<file path="src/rtl/core/djf_pkg.sv">
// ---------------------------------------------------------------------------
// djf_pkg
// shared types for the duplicate-rejecting job queue
// ---------------------------------------------------------------------------
package djf_pkg;

  typedef enum logic [1:0] {
    FN_SCHEDULE  = 2'd0,
    FN_MARK_DONE = 2'd1,
    FN_RETIRE    = 2'd2,
    FN_CLEAR     = 2'd3
  } func_t;

  typedef enum logic [1:0] {
    ST_IDLE,
    ST_SCAN,
    ST_POP_RD,
    ST_FINISH
  } state_t;

  // one stored job
  typedef struct packed {
    logic [15:0] msg;
    logic [7:0]  cmd;
    logic        kind;
  } job_t;

  // controller to datapath
  typedef struct packed {
    logic start;
    logic scan_step;
    logic pop_read;
    logic commit;
  } dp_cmd_t;

  // datapath to controller
  typedef struct packed {
    logic full;
    logic scan_more;
    logic rd_pend;
    logic dup;
    logic res_free;
  } dp_stat_t;

endpackage

</file>
<file path="src/rtl/core/djf_ctrl.sv">
// ---------------------------------------------------------------------------
// djf_ctrl
// sequencer for accept, duplicate scan, head read and commit
// ---------------------------------------------------------------------------
module djf_ctrl (
  input  logic              clk,
  input  logic              rst,
  input  logic              in_valid,
  output logic              in_ready,
  input  logic [1:0]        func,
  input  djf_pkg::dp_stat_t stat,
  output djf_pkg::dp_cmd_t  cmd
);

  djf_pkg::state_t state;
  djf_pkg::state_t state_next;

  always_ff @(posedge clk) begin
    if (rst) begin
      state <= djf_pkg::ST_IDLE;
    end else begin
      state <= state_next;
    end
  end

  always_comb begin
    state_next = state;
    case (state)
      djf_pkg::ST_IDLE: begin
        if (in_valid) begin
          case (djf_pkg::func_t'(func))
            djf_pkg::FN_SCHEDULE: state_next = djf_pkg::ST_SCAN;
            djf_pkg::FN_RETIRE:   state_next = djf_pkg::ST_POP_RD;
            default:              state_next = djf_pkg::ST_FINISH;
          endcase
        end
      end
      djf_pkg::ST_SCAN: begin
        if (stat.full || stat.dup) begin
          state_next = djf_pkg::ST_FINISH;
        end else if (!stat.scan_more && !stat.rd_pend) begin
          state_next = djf_pkg::ST_FINISH;
        end
      end
      djf_pkg::ST_POP_RD: begin
        state_next = djf_pkg::ST_FINISH;
      end
      djf_pkg::ST_FINISH: begin
        if (stat.res_free) begin
          state_next = djf_pkg::ST_IDLE;
        end
      end
      default: begin
        state_next = djf_pkg::ST_IDLE;
      end
    endcase
  end

  always_comb begin
    in_ready      = 1'b0;
    cmd.start     = 1'b0;
    cmd.scan_step = 1'b0;
    cmd.pop_read  = 1'b0;
    cmd.commit    = 1'b0;
    case (state)
      djf_pkg::ST_IDLE: begin
        in_ready  = 1'b1;
        cmd.start = in_valid;
      end
      djf_pkg::ST_SCAN: begin
        cmd.scan_step = !stat.full && !stat.dup && stat.scan_more;
      end
      djf_pkg::ST_POP_RD: begin
        cmd.pop_read = 1'b1;
      end
      djf_pkg::ST_FINISH: begin
        cmd.commit = stat.res_free;
      end
      default: begin
        in_ready = 1'b0;
      end
    endcase
  end

endmodule

</file>
<file path="src/rtl/core/djf_dpath.sv">
// ---------------------------------------------------------------------------
// djf_dpath
// job memory, queue pointers, scan compare and result register
// ---------------------------------------------------------------------------
module djf_dpath #(
  parameter int QUEUE_DEPTH = 8
) (
  input  logic              clk,
  input  logic              rst,
  input  logic [1:0]        func,
  input  logic [15:0]       msg_handle,
  input  logic [7:0]        cmd_byte,
  input  logic              is_data,
  input  djf_pkg::dp_cmd_t  cmd,
  output djf_pkg::dp_stat_t stat,
  output logic              out_valid,
  input  logic              out_ready,
  output logic              ok,
  output logic [15:0]       out_msg_handle,
  output logic [7:0]        out_cmd_byte,
  output logic              out_is_data,
  output logic [3:0]        fill_count
);

  localparam int PW = $clog2(QUEUE_DEPTH);
  localparam int OW = $clog2(QUEUE_DEPTH + 1);
  localparam logic [PW-1:0] LAST_SLOT = PW'(QUEUE_DEPTH - 1);
  localparam logic [OW-1:0] FULL_OCC  = OW'(QUEUE_DEPTH);

  djf_pkg::job_t mem [QUEUE_DEPTH];

  // request and queue state
  djf_pkg::func_t req_func;
  djf_pkg::job_t  req_job;
  logic [PW-1:0]  head;
  logic [PW-1:0]  tail;
  logic [OW-1:0]  occ;
  logic           head_done;

  // scan state
  logic [PW-1:0]  scan_ptr;
  logic [OW-1:0]  scan_cnt;
  logic           rd_pend;
  logic           rd_first;
  djf_pkg::job_t  rd_word;
  logic           dup;

  // commit next values
  logic [PW-1:0]  head_next;
  logic [PW-1:0]  tail_next;
  logic [OW-1:0]  occ_next;
  logic           head_done_next;
  logic           res_ok;
  logic           sched_ok;
  logic           wr_en;
  logic           rd_en;
  logic [PW-1:0]  rd_addr;
  logic [OW+3:0]  occ_ext;

  function automatic logic [PW-1:0] ptr_inc(input logic [PW-1:0] p);
    ptr_inc = (p == LAST_SLOT) ? '0 : p + 1'b1;
  endfunction

  assign stat.full      = (occ == FULL_OCC);
  assign stat.scan_more = (scan_cnt < occ);
  assign stat.rd_pend   = rd_pend;
  assign stat.dup       = dup;
  assign stat.res_free  = !out_valid || out_ready;

  assign sched_ok = !stat.full && !dup;
  assign wr_en    = cmd.commit && (req_func == djf_pkg::FN_SCHEDULE) && sched_ok;
  assign rd_en    = cmd.scan_step || cmd.pop_read;
  assign rd_addr  = cmd.pop_read ? head : scan_ptr;

  // job memory, registered read
  always_ff @(posedge clk) begin
    if (wr_en) begin
      mem[tail] <= req_job;
    end
    if (rd_en) begin
      rd_word <= mem[rd_addr];
    end
  end

  always_comb begin
    head_next      = head;
    tail_next      = tail;
    occ_next       = occ;
    head_done_next = head_done;
    res_ok         = 1'b0;
    case (req_func)
      djf_pkg::FN_SCHEDULE: begin
        if (sched_ok) begin
          tail_next = ptr_inc(tail);
          occ_next  = occ + 1'b1;
          res_ok    = 1'b1;
        end
      end
      djf_pkg::FN_MARK_DONE: begin
        if (occ != '0) begin
          head_done_next = 1'b1;
        end
      end
      djf_pkg::FN_RETIRE: begin
        if ((occ != '0) && head_done) begin
          res_ok         = 1'b1;
          head_done_next = 1'b0;
          occ_next       = occ - 1'b1;
          if (occ == OW'(1)) begin
            head_next = '0;
            tail_next = '0;
          end else begin
            head_next = ptr_inc(head);
          end
        end
      end
      default: begin
        head_next      = '0;
        tail_next      = '0;
        occ_next       = '0;
        head_done_next = 1'b0;
      end
    endcase
  end

  assign occ_ext = {4'b0, occ_next};

  // queue pointers and scan control
  always_ff @(posedge clk) begin
    if (rst) begin
      head      <= '0;
      tail      <= '0;
      occ       <= '0;
      head_done <= 1'b0;
      rd_pend   <= 1'b0;
      dup       <= 1'b0;
      scan_cnt  <= '0;
      scan_ptr  <= '0;
      out_valid <= 1'b0;
    end else begin
      rd_pend <= cmd.scan_step;
      if (cmd.start) begin
        scan_ptr <= head;
        scan_cnt <= '0;
        dup      <= 1'b0;
      end else begin
        if (cmd.scan_step) begin
          scan_ptr <= ptr_inc(scan_ptr);
          scan_cnt <= scan_cnt + 1'b1;
        end
        // only the head entry can be completed rather than scheduled
        if (rd_pend && (rd_word == req_job) && !(rd_first && head_done)) begin
          dup <= 1'b1;
        end
      end
      if (cmd.commit) begin
        head      <= head_next;
        tail      <= tail_next;
        occ       <= occ_next;
        head_done <= head_done_next;
        out_valid <= 1'b1;
      end else if (out_ready) begin
        out_valid <= 1'b0;
      end
    end
  end

  // request and result payload
  always_ff @(posedge clk) begin
    if (cmd.start) begin
      req_func <= djf_pkg::func_t'(func);
      req_job  <= '{msg: msg_handle, cmd: cmd_byte, kind: is_data};
    end
    if (cmd.scan_step) begin
      rd_first <= (scan_cnt == '0);
    end
    if (cmd.commit) begin
      ok         <= res_ok;
      fill_count <= occ_ext[3:0];
      if (res_ok && (req_func == djf_pkg::FN_RETIRE)) begin
        out_msg_handle <= rd_word.msg;
        out_cmd_byte   <= rd_word.cmd;
        out_is_data    <= rd_word.kind;
      end else begin
        out_msg_handle <= '0;
        out_cmd_byte   <= '0;
        out_is_data    <= 1'b0;
      end
    end
  end

endmodule

</file>
<file path="src/rtl/core/dedup_job_fifo_unit.sv">
// ---------------------------------------------------------------------------
// dedup_job_fifo_unit
// circular job queue that refuses a job already waiting as scheduled
// ---------------------------------------------------------------------------
// usage:
//   request channel (in_valid/in_ready) carries func, msg_handle, cmd_byte,
//   is_data; every request transfer yields exactly one response transfer
//   (out_valid/out_ready) with ok, the retired job fields and fill_count
//   func: schedule at the tail, mark the head done, retire a done head, clear
//   requests are handled one at a time; in_ready is high only when idle
// sequence from request transfer to response valid:
//   schedule: a duplicate scan reads one stored job per cycle from the single
//     job memory read port, registered, and compares each with the request;
//     the commit follows the scan; an empty or full queue reads no stored job,
//     and a duplicate ends the scan early
//   retire: head read from the job memory, then commit
//   mark done and clear: straight to the commit
//   a new request is taken the cycle after the response is loaded, so it
//   overlaps with a response still waiting in the output register
// reset: rst (synchronous) empties the queue and drops any pending response
// stall: while out_ready is low the response holds; the next request runs
//   up to its commit and waits there for the output register to free up
// ---------------------------------------------------------------------------
module dedup_job_fifo_unit #(
  parameter int QUEUE_DEPTH = 8
) (
  input  logic        clk,
  input  logic        rst,
  input  logic        in_valid,
  output logic        in_ready,
  input  logic [1:0]  func,
  input  logic [15:0] msg_handle,
  input  logic [7:0]  cmd_byte,
  input  logic        is_data,
  output logic        out_valid,
  input  logic        out_ready,
  output logic        ok,
  output logic [15:0] out_msg_handle,
  output logic [7:0]  out_cmd_byte,
  output logic        out_is_data,
  output logic [3:0]  fill_count
);

  // command and status between sequencer and datapath
  djf_pkg::dp_cmd_t  dp_cmd;
  djf_pkg::dp_stat_t dp_stat;

  djf_ctrl u_ctrl (
    .clk      (clk),
    .rst      (rst),
    .in_valid (in_valid),
    .in_ready (in_ready),
    .func     (func),
    .stat     (dp_stat),
    .cmd      (dp_cmd)
  );

  // job memory, pointers, scan compare and response register
  djf_dpath #(
    .QUEUE_DEPTH (QUEUE_DEPTH)
  ) u_dpath (
    .clk            (clk),
    .rst            (rst),
    .func           (func),
    .msg_handle     (msg_handle),
    .cmd_byte       (cmd_byte),
    .is_data        (is_data),
    .cmd            (dp_cmd),
    .stat           (dp_stat),
    .out_valid      (out_valid),
    .out_ready      (out_ready),
    .ok             (ok),
    .out_msg_handle (out_msg_handle),
    .out_cmd_byte   (out_cmd_byte),
    .out_is_data    (out_is_data),
    .fill_count     (fill_count)
  );

endmodule

</file>
<file path="config.mk">
export PLATFORM = sky130hd
export DESIGN_NAME = dedup_job_fifo_unit
export DESIGN_NICKNAME = d
export VERILOG_FILES = /design/src/rtl/core/djf_pkg.sv /design/src/rtl/core/djf_ctrl.sv /design/src/rtl/core/djf_dpath.sv /design/src/rtl/core/dedup_job_fifo_unit.sv
export SDC_FILE = /design/constraint.sdc
export NUM_CORES = 1
export LEC_CHECK = 0
export ABC_AREA = 1
export BUFFER_PORTS_ARGS = -buffer_cell sky130_fd_sc_hd__buf_2
export CAP_MARGIN = 20
export CORE_MARGIN = 2
export CORE_UTILIZATION = 60
export DETAILED_ROUTE_END_ITERATION = 16
export PLACE_DENSITY = 0.78
export SYNTH_ARGS = -nofsm -noshare
export SYNTH_HDL_FRONTEND = slang
export SYNTH_SLANG_ARGS = --single-unit
</file>
<file path="constraint.sdc">
create_clock -name clk -period 6.07 [get_ports clk]
set_input_delay 0.607 -clock clk [delete_from_list [all_inputs] [get_ports clk]]
set_output_delay 0.607 -clock clk [all_outputs]
set_load 0.01 [all_outputs]
</file>
After elaboration in Yosys (flattened, before gate mapping) --
Memories as Yosys holds them, arrays and structs flattened. A register that Yosys moved wholly into a read port is not among the register bits. Cells that the tools add are included.
Cells by class: muxes and demuxes 37, eq/ne operators 19, add/sub/neg operators 6, order comparisons 1, bitwise operators 3, reductions and logical operators 32
Operator list (number):
- 3-bit 2-to-1 mux | 11
- 25-bit equality test | 1
- 1-bit 2-to-1 mux | 13
- 4-bit case mux with 3 select lines | 1
- 1-bit logical AND | 10
- 2-bit by 1-bit != test with 1-bit output (second input constant) | 5
- 3-bit by 1-bit adder with 3-bit output (second input constant) | 3
- 3-bit equality test (second input constant) | 3
- 3-bit case mux with 3 select lines | 1
- 4-bit by 1-bit adder with 4-bit output (second input constant) | 2
- 2-bit equality test (second input constant) | 4
- 2-bit 2-to-1 mux | 4
- 4-bit 2-to-1 mux | 2
- 2-bit case mux with 4 select lines | 1
- 1-bit zero test | 6
- 2-bit zero test | 3
- 3-bit case mux with 2 select lines | 1
- 3-bit AND reduction | 2
- 5-bit AND reduction | 1
- 2-bit by 1-bit equality test with 1-bit output (second input constant) | 2
- 4-bit by 1-bit equality test with 1-bit output (second input constant) | 1
- 4-bit equality test (second input constant) | 1
- 4-bit zero test | 1
- 4-bit < comparator | 1
- 12 further kinds | 18
Word-level totals: bits in writable memories 200, word-level logic and storage cells 119, memories kept 1, register bits after elaboration 81
Memories:
- u_dpath.mem | words 8, bits a word 25, read ports 1, clocked after Yosys merged registers in 1, wr ports 1, line djf_dpath.sv:30 | djf_pkg::job_t mem [QUEUE_DEPTH];

Depth between registers and ports, before layout --
Gate-level depths: netlist of run 1.
depth in word-level cells 7, mapped depth 12, mapped depth without buffers 12

Modules after synthesis --
Synthesis of run 1 repeated with hierarchy kept, for this count alone.
Second synthesis, totals: cell total of the unflattened synthesis 1115, area total of the unflattened synthesis 12624.6 sq um
By module, submodules not included:
- djf_dpath | times used 1, area each 12360.6 sq um, cells an instance 1073, sequential area each 8918.6 sq um
- djf_ctrl | times used 1, area each 264.0 sq um, cells an instance 42, sequential area each 40.0 sq um

Least setup slack after synthesis of run 1 --
Ideal clock, no wire load.
path kind register to register, start point register u_dpath.occ[0], end point memory u_dpath.mem[0][0] (netlist bit), enable pin, setup slack 2.598 ns, library setup time 0.438 ns, data arrival time 3.033 ns, cell stages (with the launch flop) 10, cells stage by stage dfxtp_1 -> inv_1 -> ha_1 -> nand3_2 -> nand2_1 -> inv_1 -> nand2_2 -> nor2_1 -> nand2_1 -> nor3_1
Between the ends: word-level cells in the longest chain between the ends 6
Ends and longest elaborated chain:
- from (decl) | line djf_dpath.sv:37 | logic [OW-1:0] occ;
- from (signal assigned) | line djf_dpath.sv:159 | occ <= occ_next;
- 4-bit equality test | line djf_dpath.sv:64 | assign stat.full = (occ == FULL_OCC);
- 1-bit zero test | line djf_dpath.sv:70 | assign sched_ok = !stat.full && !dup;
- 1-bit logical AND | line djf_dpath.sv:70
- 1-bit logical AND | line djf_dpath.sv:71 | assign wr_en = cmd.commit && (req_func == djf_pkg::FN_SCHEDULE) && sched_ok;
- 1-bit 2-to-1 mux | line djf_dpath.sv:77 | if (wr_en) begin
- 1-bit 2-to-1 mux (implied by the code) | line djf_dpath.sv:78 | mem[tail] <= req_job;
- to (decl) | line djf_dpath.sv:30
No other way between the ends.

Worst setup path in the final report of run 1 --
start point register u_ctrl.state[0], end point register u_dpath.rd_word[17] (netlist name)
Between the ends: word-level cells in the longest chain between the ends 3, elaborated cells on any way between the ends 6, classes of those cells eq/ne: 2; mux: 3; reduce/logical: 1
Ends and longest elaborated chain:
- from (decl) | line djf_ctrl.sv:15 | djf_pkg::state_t state;
- from (signal assigned) | line djf_ctrl.sv:20 | state <= djf_pkg::ST_IDLE;
- from (signal assigned) | line djf_ctrl.sv:22 | state <= state_next;
- 2-bit equality test / 2-bit by 1-bit equality test with 1-bit output (equally long branches) | line djf_ctrl.sv:65 | case (state)
- 1-bit 2-to-1 mux | line djf_ctrl.sv:65
- 3-bit 2-to-1 mux / 1-bit logical OR (equally long branches) | line djf_dpath.sv:73, djf_dpath.sv:72
Several ways; a longest one is shown, not always the timed one. A chain may end at the register's enable or synchronous reset.

==> impl_summary.md, run 1 <==
Finish
0 antenna diodes ended up in the layout. The number of fillers in the final layout is 1402. The post-route netlist has between 10% and 20% of its cells at a drive strength greater than 1. The relative area change from synthesis to final layout is 12.0%. The number of nets in the final layout is around 1200. The utilization after layout is 68.9%.

Hold path
The worst hold path begins at msg_handle[3]. The instance count along the most critical hold path is 1. The end point of the most critical hold path is u_dpath.req_job[12]$_DFFE_PP_. The tightest min-delay check is of the input pin to flip-flop type.

Global route
The number of antenna violations at the first check in global routing was 0. met2 is the most crowded layer. In the global route stage, met3 resource usage came out at 4.77%. The global routing usage on met1 is 33.4%. After global routing the overflow that remains totals 0. The wire length of the first global-routing pass is 42.2 mm. The largest net degree at the start of global routing is 101.

In the global route stage, met2 resource usage came out at 41.8%. The number of global-route vias before repair was 7920. The total routing usage reported by global routing is 25.0%.

Critical path
The launch point of the worst reg-to-reg path is u_ctrl.state[0]$_SDFFE_PP0P_. Along the worst path, the maximum fanout reaches 51. The path depth of the worst reg2reg path is 10. By startpoint and endpoint, the worst setup path is classified as flip-flop to flip-flop.

In this run the critical register-to-register path is captured at u_dpath.rd_word[17]$_DFFE_PP_. For the worst setup path, the data arrival time is 3.24 ns. The element type at the critical path end is a flip-flop.

STA classifies the critical path startpoint as a flip-flop. The minimum setup slack among reg-to-reg paths is 3.26 ns. At the worst endpoint, the required time is 6.50 ns.

Logic synthesis
The number of different library cells used by synthesis comes to 33. The mean post-synth cell area is ~12 um2. Counting flops and latches in the post-synthesis netlist gives between 300 and 400. By area the synthesized netlist is led by sky130_fd_sc_hd__edfxtp_1 68%, sky130_fd_sc_hd__nor2_1 5.0%, sky130_fd_sc_hd__nand2_1 4.0%. The post-synthesis cell type with the largest combined area is sky130_fd_sc_hd__edfxtp_1. The share of Yosys cell area claimed by the top area cell type is 67.6%. The synthesized netlist net count is 1109. Yosys printed 0 warnings.

The cell area that synthesis handed to floorplanning was 12600 um2. The fraction of the yosys area taken by sequential cells is 71.3%. After technology mapping, the gate count stands at 1060.

STA
Dividing the final minimum period by the clock period gives between 40% and 50%. The number of setup violations in the final report is 0. Summed over all failing endpoints, the final setup total negative slack is 0 ns. The final count of hold timing violations is 0. The measured slew at the worst slew-check pin is 1.06 ns. The number of pins with negative max-slew slack in the final report is 0.

The worst pin sits at a relative slew slack of 29.4%. Clock skew on the completed layout was measured at 0.0238 ns. The timing-limited maximum frequency is around 360 MHz. Setup repair after global routing left no endpoint under its margin.

After layout, the minimum clock period comes to 2.81 ns. Hold timing on the final database bottoms out at a slack of roughly 0.2 ns.

Routing
The average routed wire per standard cell is 19.3 um. In the routed design, unresolved DRC markers number 0. The starting DRC count in detailed routing is between 800 and 900.

Detailed routing inserted a total of 8089 vias. Dividing the detail-routed via count by the number of cells gives 5.70. Wires add up to approximately 27 mm.

The first detailed-routing pass ran for 5 iterations. The number of nets with antenna violations after detailed routing is 0.

Placed design
Routability-driven placement finished with a final weighted congestion of 0.830. Summed over all nets, the half-perimeter wirelength after detailed placement is between 15 and 20 mm. The quantity of I/O buffers inserted on ports is 62.

Floorplan
The initial utilization of the core area, before any placement, comes to 61.5%. The floorplan has 52 rows. After floorplanning, the core was sized to cover a little over 20000 um2. 63 I/O pins were placed. In this run the horizontal extent of the chip is about 150 um. The die outline area is ~22000 um2. The die boundary height is 149 um.

Power
The total power density per cell area is 408 nW/um2. The design draws around 5.7 mW. The maximum vdd drop is ~0.00035 V.

The leakage power summed over all cells is 5.31 nW.

Clock network
CTS built an H-tree with a depth of 1. Counting the buffers created by CTS gives 30. The later-pin clock latency in the skew report is roughly 0.57 ns.

The maximum root-to-sink buffer count is 3. The root buffer cell chosen for the clock tree is sky130_fd_sc_hd__clkbuf_16. The clock-pin slew reported for the worst setup and hold paths after clock tree synthesis is ~0.060 ns. The number of post-CTS setup repair buffers is 0. The sink count of the clock tree is 306.

The CTS tree is built. After clock tree synthesis, the flow added hold-fix buffers numbering 0. The total of cells resized after clock tree synthesis is 0.

Run
The reported max-cap violation count is 0.

Status
The run finished with clean final reports.
[worst max-delay path by stage]
stage,from,endpoint,slack [ns],cells after the start
2_1_floorplan,u_dpath.occ[0]$_SDFFE_PP0P_,u_dpath.mem[0][0]$_DFFE_PP_,2.60,9
3_3_place_gp,u_ctrl.state[0]$_SDFFE_PP0P_,u_dpath.rd_word[11]$_DFFE_PP_,3.45,10
3_5_place_dp,u_ctrl.state[0]$_SDFFE_PP0P_,u_dpath.rd_word[17]$_DFFE_PP_,3.35,10
4_1_cts,u_ctrl.state[0]$_SDFFE_PP0P_,u_dpath.rd_word[17]$_DFFE_PP_,3.33,10
5_1_grt,u_ctrl.state[0]$_SDFFE_PP0P_,u_dpath.rd_word[4]$_DFFE_PP_,3.08,10
6_report,u_ctrl.state[0]$_SDFFE_PP0P_,u_dpath.rd_word[17]$_DFFE_PP_,3.26,10
[worst max-delay path, cell delays in order, from the launching register on]
cell	delay, ns
sky130_fd_sc_hd__dfxtp_1	0.38
sky130_fd_sc_hd__inv_1	0.08
sky130_fd_sc_hd__ha_1	0.27
sky130_fd_sc_hd__nand2_1	0.13
sky130_fd_sc_hd__o21ai_4	0.06
sky130_fd_sc_hd__buf_4	0.30
sky130_fd_sc_hd__inv_2	0.76
sky130_fd_sc_hd__o21ai_0	0.28
sky130_fd_sc_hd__o22ai_1	0.21
sky130_fd_sc_hd__nand2_1	0.08
sky130_fd_sc_hd__o21ai_1	0.09
[registers in the layout, indices dropped and copies added, names as in the netlist, 2 cells and up]
signal / count
u_dpath.fill_count: 4
u_dpath.head: 3
u_dpath.rd_word: 25
u_dpath.tail: 3
u_dpath.req_job: 25
u_dpath.occ: 4
u_dpath.scan_cnt: 4
u_dpath.mem: 200
u_dpath.req_func: 2
u_dpath.scan_ptr: 3
u_dpath.out_cmd_byte: 8
u_dpath.out_msg_handle: 16
u_ctrl.state: 2
[placed cells by master (no fill, tap or decap), types with 3 or more instances in the layout]
| cell | n |
|---|---|
| sky130_fd_sc_hd__xor2_1 | 3 |
| sky130_fd_sc_hd__nand2_1 | 133 |
| sky130_fd_sc_hd__clkbuf_16 | 30 |
| sky130_fd_sc_hd__o21ai_1 | 45 |
| sky130_fd_sc_hd__nand2_2 | 5 |
| sky130_fd_sc_hd__o22ai_1 | 52 |
| sky130_fd_sc_hd__nand4_1 | 3 |
| sky130_fd_sc_hd__inv_2 | 6 |
| sky130_fd_sc_hd__buf_4 | 14 |
| sky130_fd_sc_hd__xnor2_1 | 3 |
| sky130_fd_sc_hd__nor2_1 | 161 |
| sky130_fd_sc_hd__edfxtp_1 | 283 |
| sky130_fd_sc_hd__inv_1 | 118 |
| sky130_fd_sc_hd__dfxtp_1 | 23 |
| sky130_fd_sc_hd__nor2_2 | 9 |
| sky130_fd_sc_hd__o21ai_2 | 5 |
| sky130_fd_sc_hd__ha_1 | 18 |
| sky130_fd_sc_hd__clkbuf_1 | 11 |
| sky130_fd_sc_hd__a21oi_1 | 23 |
| sky130_fd_sc_hd__clkinv_2 | 6 |
| sky130_fd_sc_hd__nand3_1 | 21 |
| sky130_fd_sc_hd__buf_2 | 62 |
| sky130_fd_sc_hd__o21ai_0 | 92 |
| sky130_fd_sc_hd__bufinv_16 | 3 |
| sky130_fd_sc_hd__nand3_2 | 4 |
[layout make-up]
cell class | instances | area (um2) | area share (%)
sequential | 306 | 8960 | 63.7
multi-input combinational | 589 | 2930 | 20.8
clock buffer | 42 | 806 | 5.72
inverter | 125 | 474 | 3.37
timing repair buffer | 76 | 415 | 2.95
tap | 270 | 338 | 2.40
clock inverter | 12 | 158 | 1.12
[per-stage QoR]
step / std cells / setup slack [ns] / area, um2
floorplan: 1060 / 2.60 / 12600
global placement: 1366 / 3.45 / 13100
detailed placement: 1366 / 3.35 / 13100
CTS: 1420 / 3.33 / 14100
global route: 1420 / 3.08 / 14100
finish: 1420 / 3.26 / 14100
[cell families after synthesis]
family                   after synthesis  share of synthesized area (%)
AND/OR/NAND/NOR                      345                           11.2
XOR/XNOR                               6                          0.418
AO/OA/AOI/OAI                        220                           9.48
buffers and inverters                165                           5.81
flip-flops                           306                           71.3
adder cells (fa/ha/maj)               18                           1.79
[power by group]
part	switching, mW	internal, mW
clock	0.747	1.05
sequential	0.193	2.62
combinational	0.789	0.331
total	1.73	4.01
[layer usage]
metal / routed length [um] / share of wire, %
met5: 0 / 0
met4: 700 / 2.6
met3: 2620 / 9.6
met2: 13400 / 49
met1: 10700 / 39
[synth_stat cells, drive strengths merged]
cell    count
ha         18
clkbuf     11
xor2        3
nor2      171
a21oi      23
o21ai     144
dfxtp      23
xnor2       3
o31ai       1
clkinv      1
nor4        1
edfxtp    283
nor3        4
nand2     139
o22ai      52
buf        29
nand4       3
inv       124
nand3      26
or2         1
Power figures use the tool's default switching activity.
==> run 2: changes to the inputs <==
--- a/config.mk
+++ b/config.mk
@@ -9,9 +9,9 @@
 export BUFFER_PORTS_ARGS = -buffer_cell sky130_fd_sc_hd__buf_2
 export CAP_MARGIN = 20
 export CORE_MARGIN = 2
-export CORE_UTILIZATION = 60
+export CORE_UTILIZATION = 55
 export DETAILED_ROUTE_END_ITERATION = 16
-export PLACE_DENSITY = 0.78
+export PLACE_DENSITY = 0.76
 export SYNTH_ARGS = -nofsm -noshare
 export SYNTH_HDL_FRONTEND = slang
 export SYNTH_SLANG_ARGS = --single-unit
==> constraint.sdc (replaced) <==
create_clock -name clk -period 2.3 [get_ports clk]
set_input_delay 0.23 -clock clk [delete_from_list [all_inputs] [get_ports clk]]
set_output_delay 0.23 -clock clk [all_outputs]
set_load 0.01 [all_outputs]
==> impl_summary.md, run 2 (synthesis results as in run 1) <==
Status
The flow ran to the end, and the final reports show no timing, DRC or antenna violations.

Finish
The number of antenna repair diodes is 0 (unchanged). The leading cell type in the layout, fill and taps excluded is sky130_fd_sc_hd__edfxtp_1. The number of fillers in the final layout is 1590 (+13%). The area taken by multi-input logic gates is 2950 um2 (+0.94%). The register area is 8960 um2 (about the same). The largest registers in the layout are u_dpath.mem: 200 flops, u_dpath.rd_word: 25 flops, u_dpath.req_job: 25 flops. The number of flip-flops in the largest register is 200 (unchanged).

The library cells used most frequently in the layout, excluding fill and tap cells, are 283 x sky130_fd_sc_hd__edfxtp_1, 160 x sky130_fd_sc_hd__nor2_1, 131 x sky130_fd_sc_hd__nand2_1. The fraction of layout instances using a drive strength above 1 is 14.9% (+1.5 points). The relative area change from synthesis to final layout is 17.1%. The number of nets in the final layout is 1220 (+3.7%). More flip-flops sit in one register than any other, and that register is u_dpath.mem.

Placed design
The final HPWL from detailed placement was 16.3 mm (+7.0%). The quantity of I/O buffers inserted on ports was 62 (unchanged). The placer's final routability congestion estimate was 0.846 (+2.0%).

Critical path
The path depth of the worst reg2reg path came to 11 (+1). The element type at the critical path end is a flip-flop. The buffers plus inverters on the worst setup path is 4 (+1). The delay of the slowest cell on the worst path was 0.38 ns (-0.38 ns). The category of the critical setup timing path is flip-flop to flip-flop. Traced cell by cell, the critical path runs through inv_1 > ha_1 > inv_2 > nand2_2 > nand2_4 > clkinv_4 > buf_12 > o21ai_0 > o22ai_1 > nand2_1 > o21ai_1.

On the critical path the largest part of the delay comes from compound AO/OA/AOI/OAI gates. The minimum setup slack among reg-to-reg paths came to 0.13 ns (-3.13 ns). The critical path launch point type is a flip-flop. The data arrival time of the critical path came to 2.48 ns (-0.76 ns).

The end of the worst register-to-register path is u_dpath.rd_word[6]$_DFFE_PP_. The largest fanout of any net on the critical path was 100 (+96%). The required time at the endpoint of the critical path is 2.60 ns (-3.90 ns). The largest individual stage delay along the critical path comes from the cell sky130_fd_sc_hd__dfxtp_1. The worst register-to-register path begins at u_ctrl.state[0]$_SDFFE_PP0P_.

STA
The minimum period implied by the final worst setup slack was 2.17 ns (-0.638 ns). The timing-limited maximum frequency is 460 MHz (+29%). The number of setup violations in the final report is 0 (unchanged).

The measured slew at the worst slew-check pin was 0.472 ns (-0.587 ns). The worst relative slew slack came to 68.5% (+39 points). The worst clock skew is 0.0231 ns (-0.000660 ns). Setup repair after global routing left no endpoint under its margin. The sum of negative setup slack was 0 ns (unchanged). The number of pins with negative max-slew slack in the final report is 0 (unchanged). The share of the clock period used by the worst path is 94.4% (+48 points). The final count of hold timing violations is 0 (unchanged).

Clock network
The number of post-CTS setup repair buffers is 0 (unchanged). The clock buffer count from CTS was 31 (+3.3%). The root buffer cell is sky130_fd_sc_hd__clkbuf_16. The maximum root-to-sink buffer count is 3 (unchanged).

The sink count of the clock tree is 306 (unchanged). The clock-pin slew reported for the worst setup and hold paths after clock tree synthesis was 0.06 ns (about the same). The number of buffers added to fix hold violations after cts is 27 (+27).

The later-pin clock latency in the skew report was 0.57 ns (about the same). TritonCTS built the clock tree. The maximum level of the CTS H-tree is 1 (unchanged).

The total of cells resized after clock tree synthesis is 0 (unchanged).

Hold path
The instance count along the most critical hold path is 2 (+1). The end point of the most critical hold path is u_dpath.rd_pend$_SDFF_PP0_. The origin of the worst min-delay path is rst.

The type of the most critical hold path is input pin to flip-flop.

Floorplan
The I/O pin count is 63 (unchanged). The die boundary height came to 155 um (+4.3%). The cell row count is 55 (+5.8%). The die boundary width is 155 um (+4.3%).

The die outline area is 24100 um2 (+8.8%). The effective utilization at floorplan came to 55.7% (-5.8 points). The core area is 22600 um2 (+10%).

Routing
The number of nets with antenna violations after detailed routing was 0 (unchanged). The count of vias placed by the detailed router is 8199 (+1.4%). The total DRC errors in the routed layout is 0 (unchanged).

The average routed wire per standard cell is 18.3 um (-4.8%). The first-pass iteration count of the detailed router is 5 (unchanged). The starting DRC count in detailed routing is 736 (-9.6%). The total detailed-routing wirelength was 27.1 mm (-0.98%). The routed via count divided by cell count is 5.55 (-2.6%).

Global route
The number of global-route vias before repair is 8070 (+1.9%). The overall overflow remaining after global route is 0 (unchanged). The number of antenna violations at the first check in global routing is 0 (unchanged). The wire length of the first global-routing pass is 42.3 mm (+0.31%).

The total routing usage reported by global routing is 22.8% (-2.3 points). The largest net degree at the start of global routing came to 101 (unchanged).

Power
The power consumption is 15.5 mW (+170%). The maximum vdd drop is 0.000792 V (+130%). The total power density per cell area is 1060 nW/um2 (+160%). The leakage power summed over all cells is 5.56 nW (+4.6%).

Run
The reported max-cap violation count was 0 (unchanged).
## run 2: changes by cell type in the layout (fill, tap and decap cells not counted), moves of 7 or more
cell,before,now
sky130_fd_sc_hd__dlygate4sd3_1,0,27
sky130_fd_sc_hd__buf_12,0,15
sky130_fd_sc_hd__clkbuf_1,11,2
sky130_fd_sc_hd__clkinv_1,2,9
## run 2: final cells by class
class	count	share of cell area, %
well taps	285	2.42
flip-flops and latches	306	60.8
repair buffers	118	6.70
clock buffers	33	5.32
multi-input cells	589	20.1
inverters	125	3.22
clock inverters	21	1.44
## run 2: how the worst max path moves through the flow
stage,startpoint,end,slack [ns],cells past startpoint
2_1_floorplan,u_dpath.occ[1]$_SDFFE_PP0P_,u_dpath.mem[1][0]$_DFFE_PP_,0.04,9
3_3_place_gp,u_dpath.occ[1]$_SDFFE_PP0P_,u_dpath.mem[1][18]$_DFFE_PP_,0.30,10
3_5_place_dp,u_ctrl.state[0]$_SDFFE_PP0P_,u_dpath.rd_word[6]$_DFFE_PP_,0.23,11
4_1_cts,u_ctrl.state[0]$_SDFFE_PP0P_,u_dpath.rd_word[9]$_DFFE_PP_,0.20,11
5_1_grt,u_ctrl.state[0]$_SDFFE_PP0P_,u_dpath.rd_word[9]$_DFFE_PP_,0.001,11
6_report,u_ctrl.state[0]$_SDFFE_PP0P_,u_dpath.rd_word[6]$_DFFE_PP_,0.13,11
## run 2: report_power, final
| group | internal (mW) | switching [mW] |
|---|---|---|
| Combinational | 1.08 | 2.11 |
| Clock | 2.90 | 2.01 |
| Sequential | 6.92 | 0.522 |
| Total | 10.9 | 4.64 |
## run 2: metrics by stage
stage	area (um2)	std cells	utilization [%]	setup slack [ns]	hold WS [ns]
global placement	13500	1396	59.6	0.296	0.407
detailed placement	13500	1396	59.6	0.231	0.408
floorplan	12600	1060	-	0.0352	0.329
CTS	14700	1477	65.2	0.200	0.00102
finish	14700	1477	65.2	0.128	0.0234
global route	14700	1477	65.2	0.00128	0.0238
## run 2: worst reg2reg max path, cell delays in order (launching register included)
cell and delay, ns:
sky130_fd_sc_hd__dfxtp_1 0.38, sky130_fd_sc_hd__inv_1 0.08, sky130_fd_sc_hd__ha_1 0.27, sky130_fd_sc_hd__inv_2 0.13, sky130_fd_sc_hd__nand2_2 0.07, sky130_fd_sc_hd__nand2_4 0.09
sky130_fd_sc_hd__clkinv_4 0.05, sky130_fd_sc_hd__buf_12 0.18, sky130_fd_sc_hd__o21ai_0 0.40, sky130_fd_sc_hd__o22ai_1 0.14, sky130_fd_sc_hd__nand2_1 0.08, sky130_fd_sc_hd__o21ai_1 0.05
## run 2: metal layers
| metal | vias to the layer above | part of all wire [%] | wire (um) | global-route usage, % |
|---|---|---|---|---|
| met4 | 0 | 3.2 | 873 | 8.65 |
| met2 | 340 | 50 | 13500 | 39.1 |
| met1 | 3900 | 40 | 10900 | 29.9 |
| met3 | 60 | 7.0 | 1880 | 3.04 |
| li1 | 3899 | - | - | - |
| met5 | - | 0 | 0 | 0 |
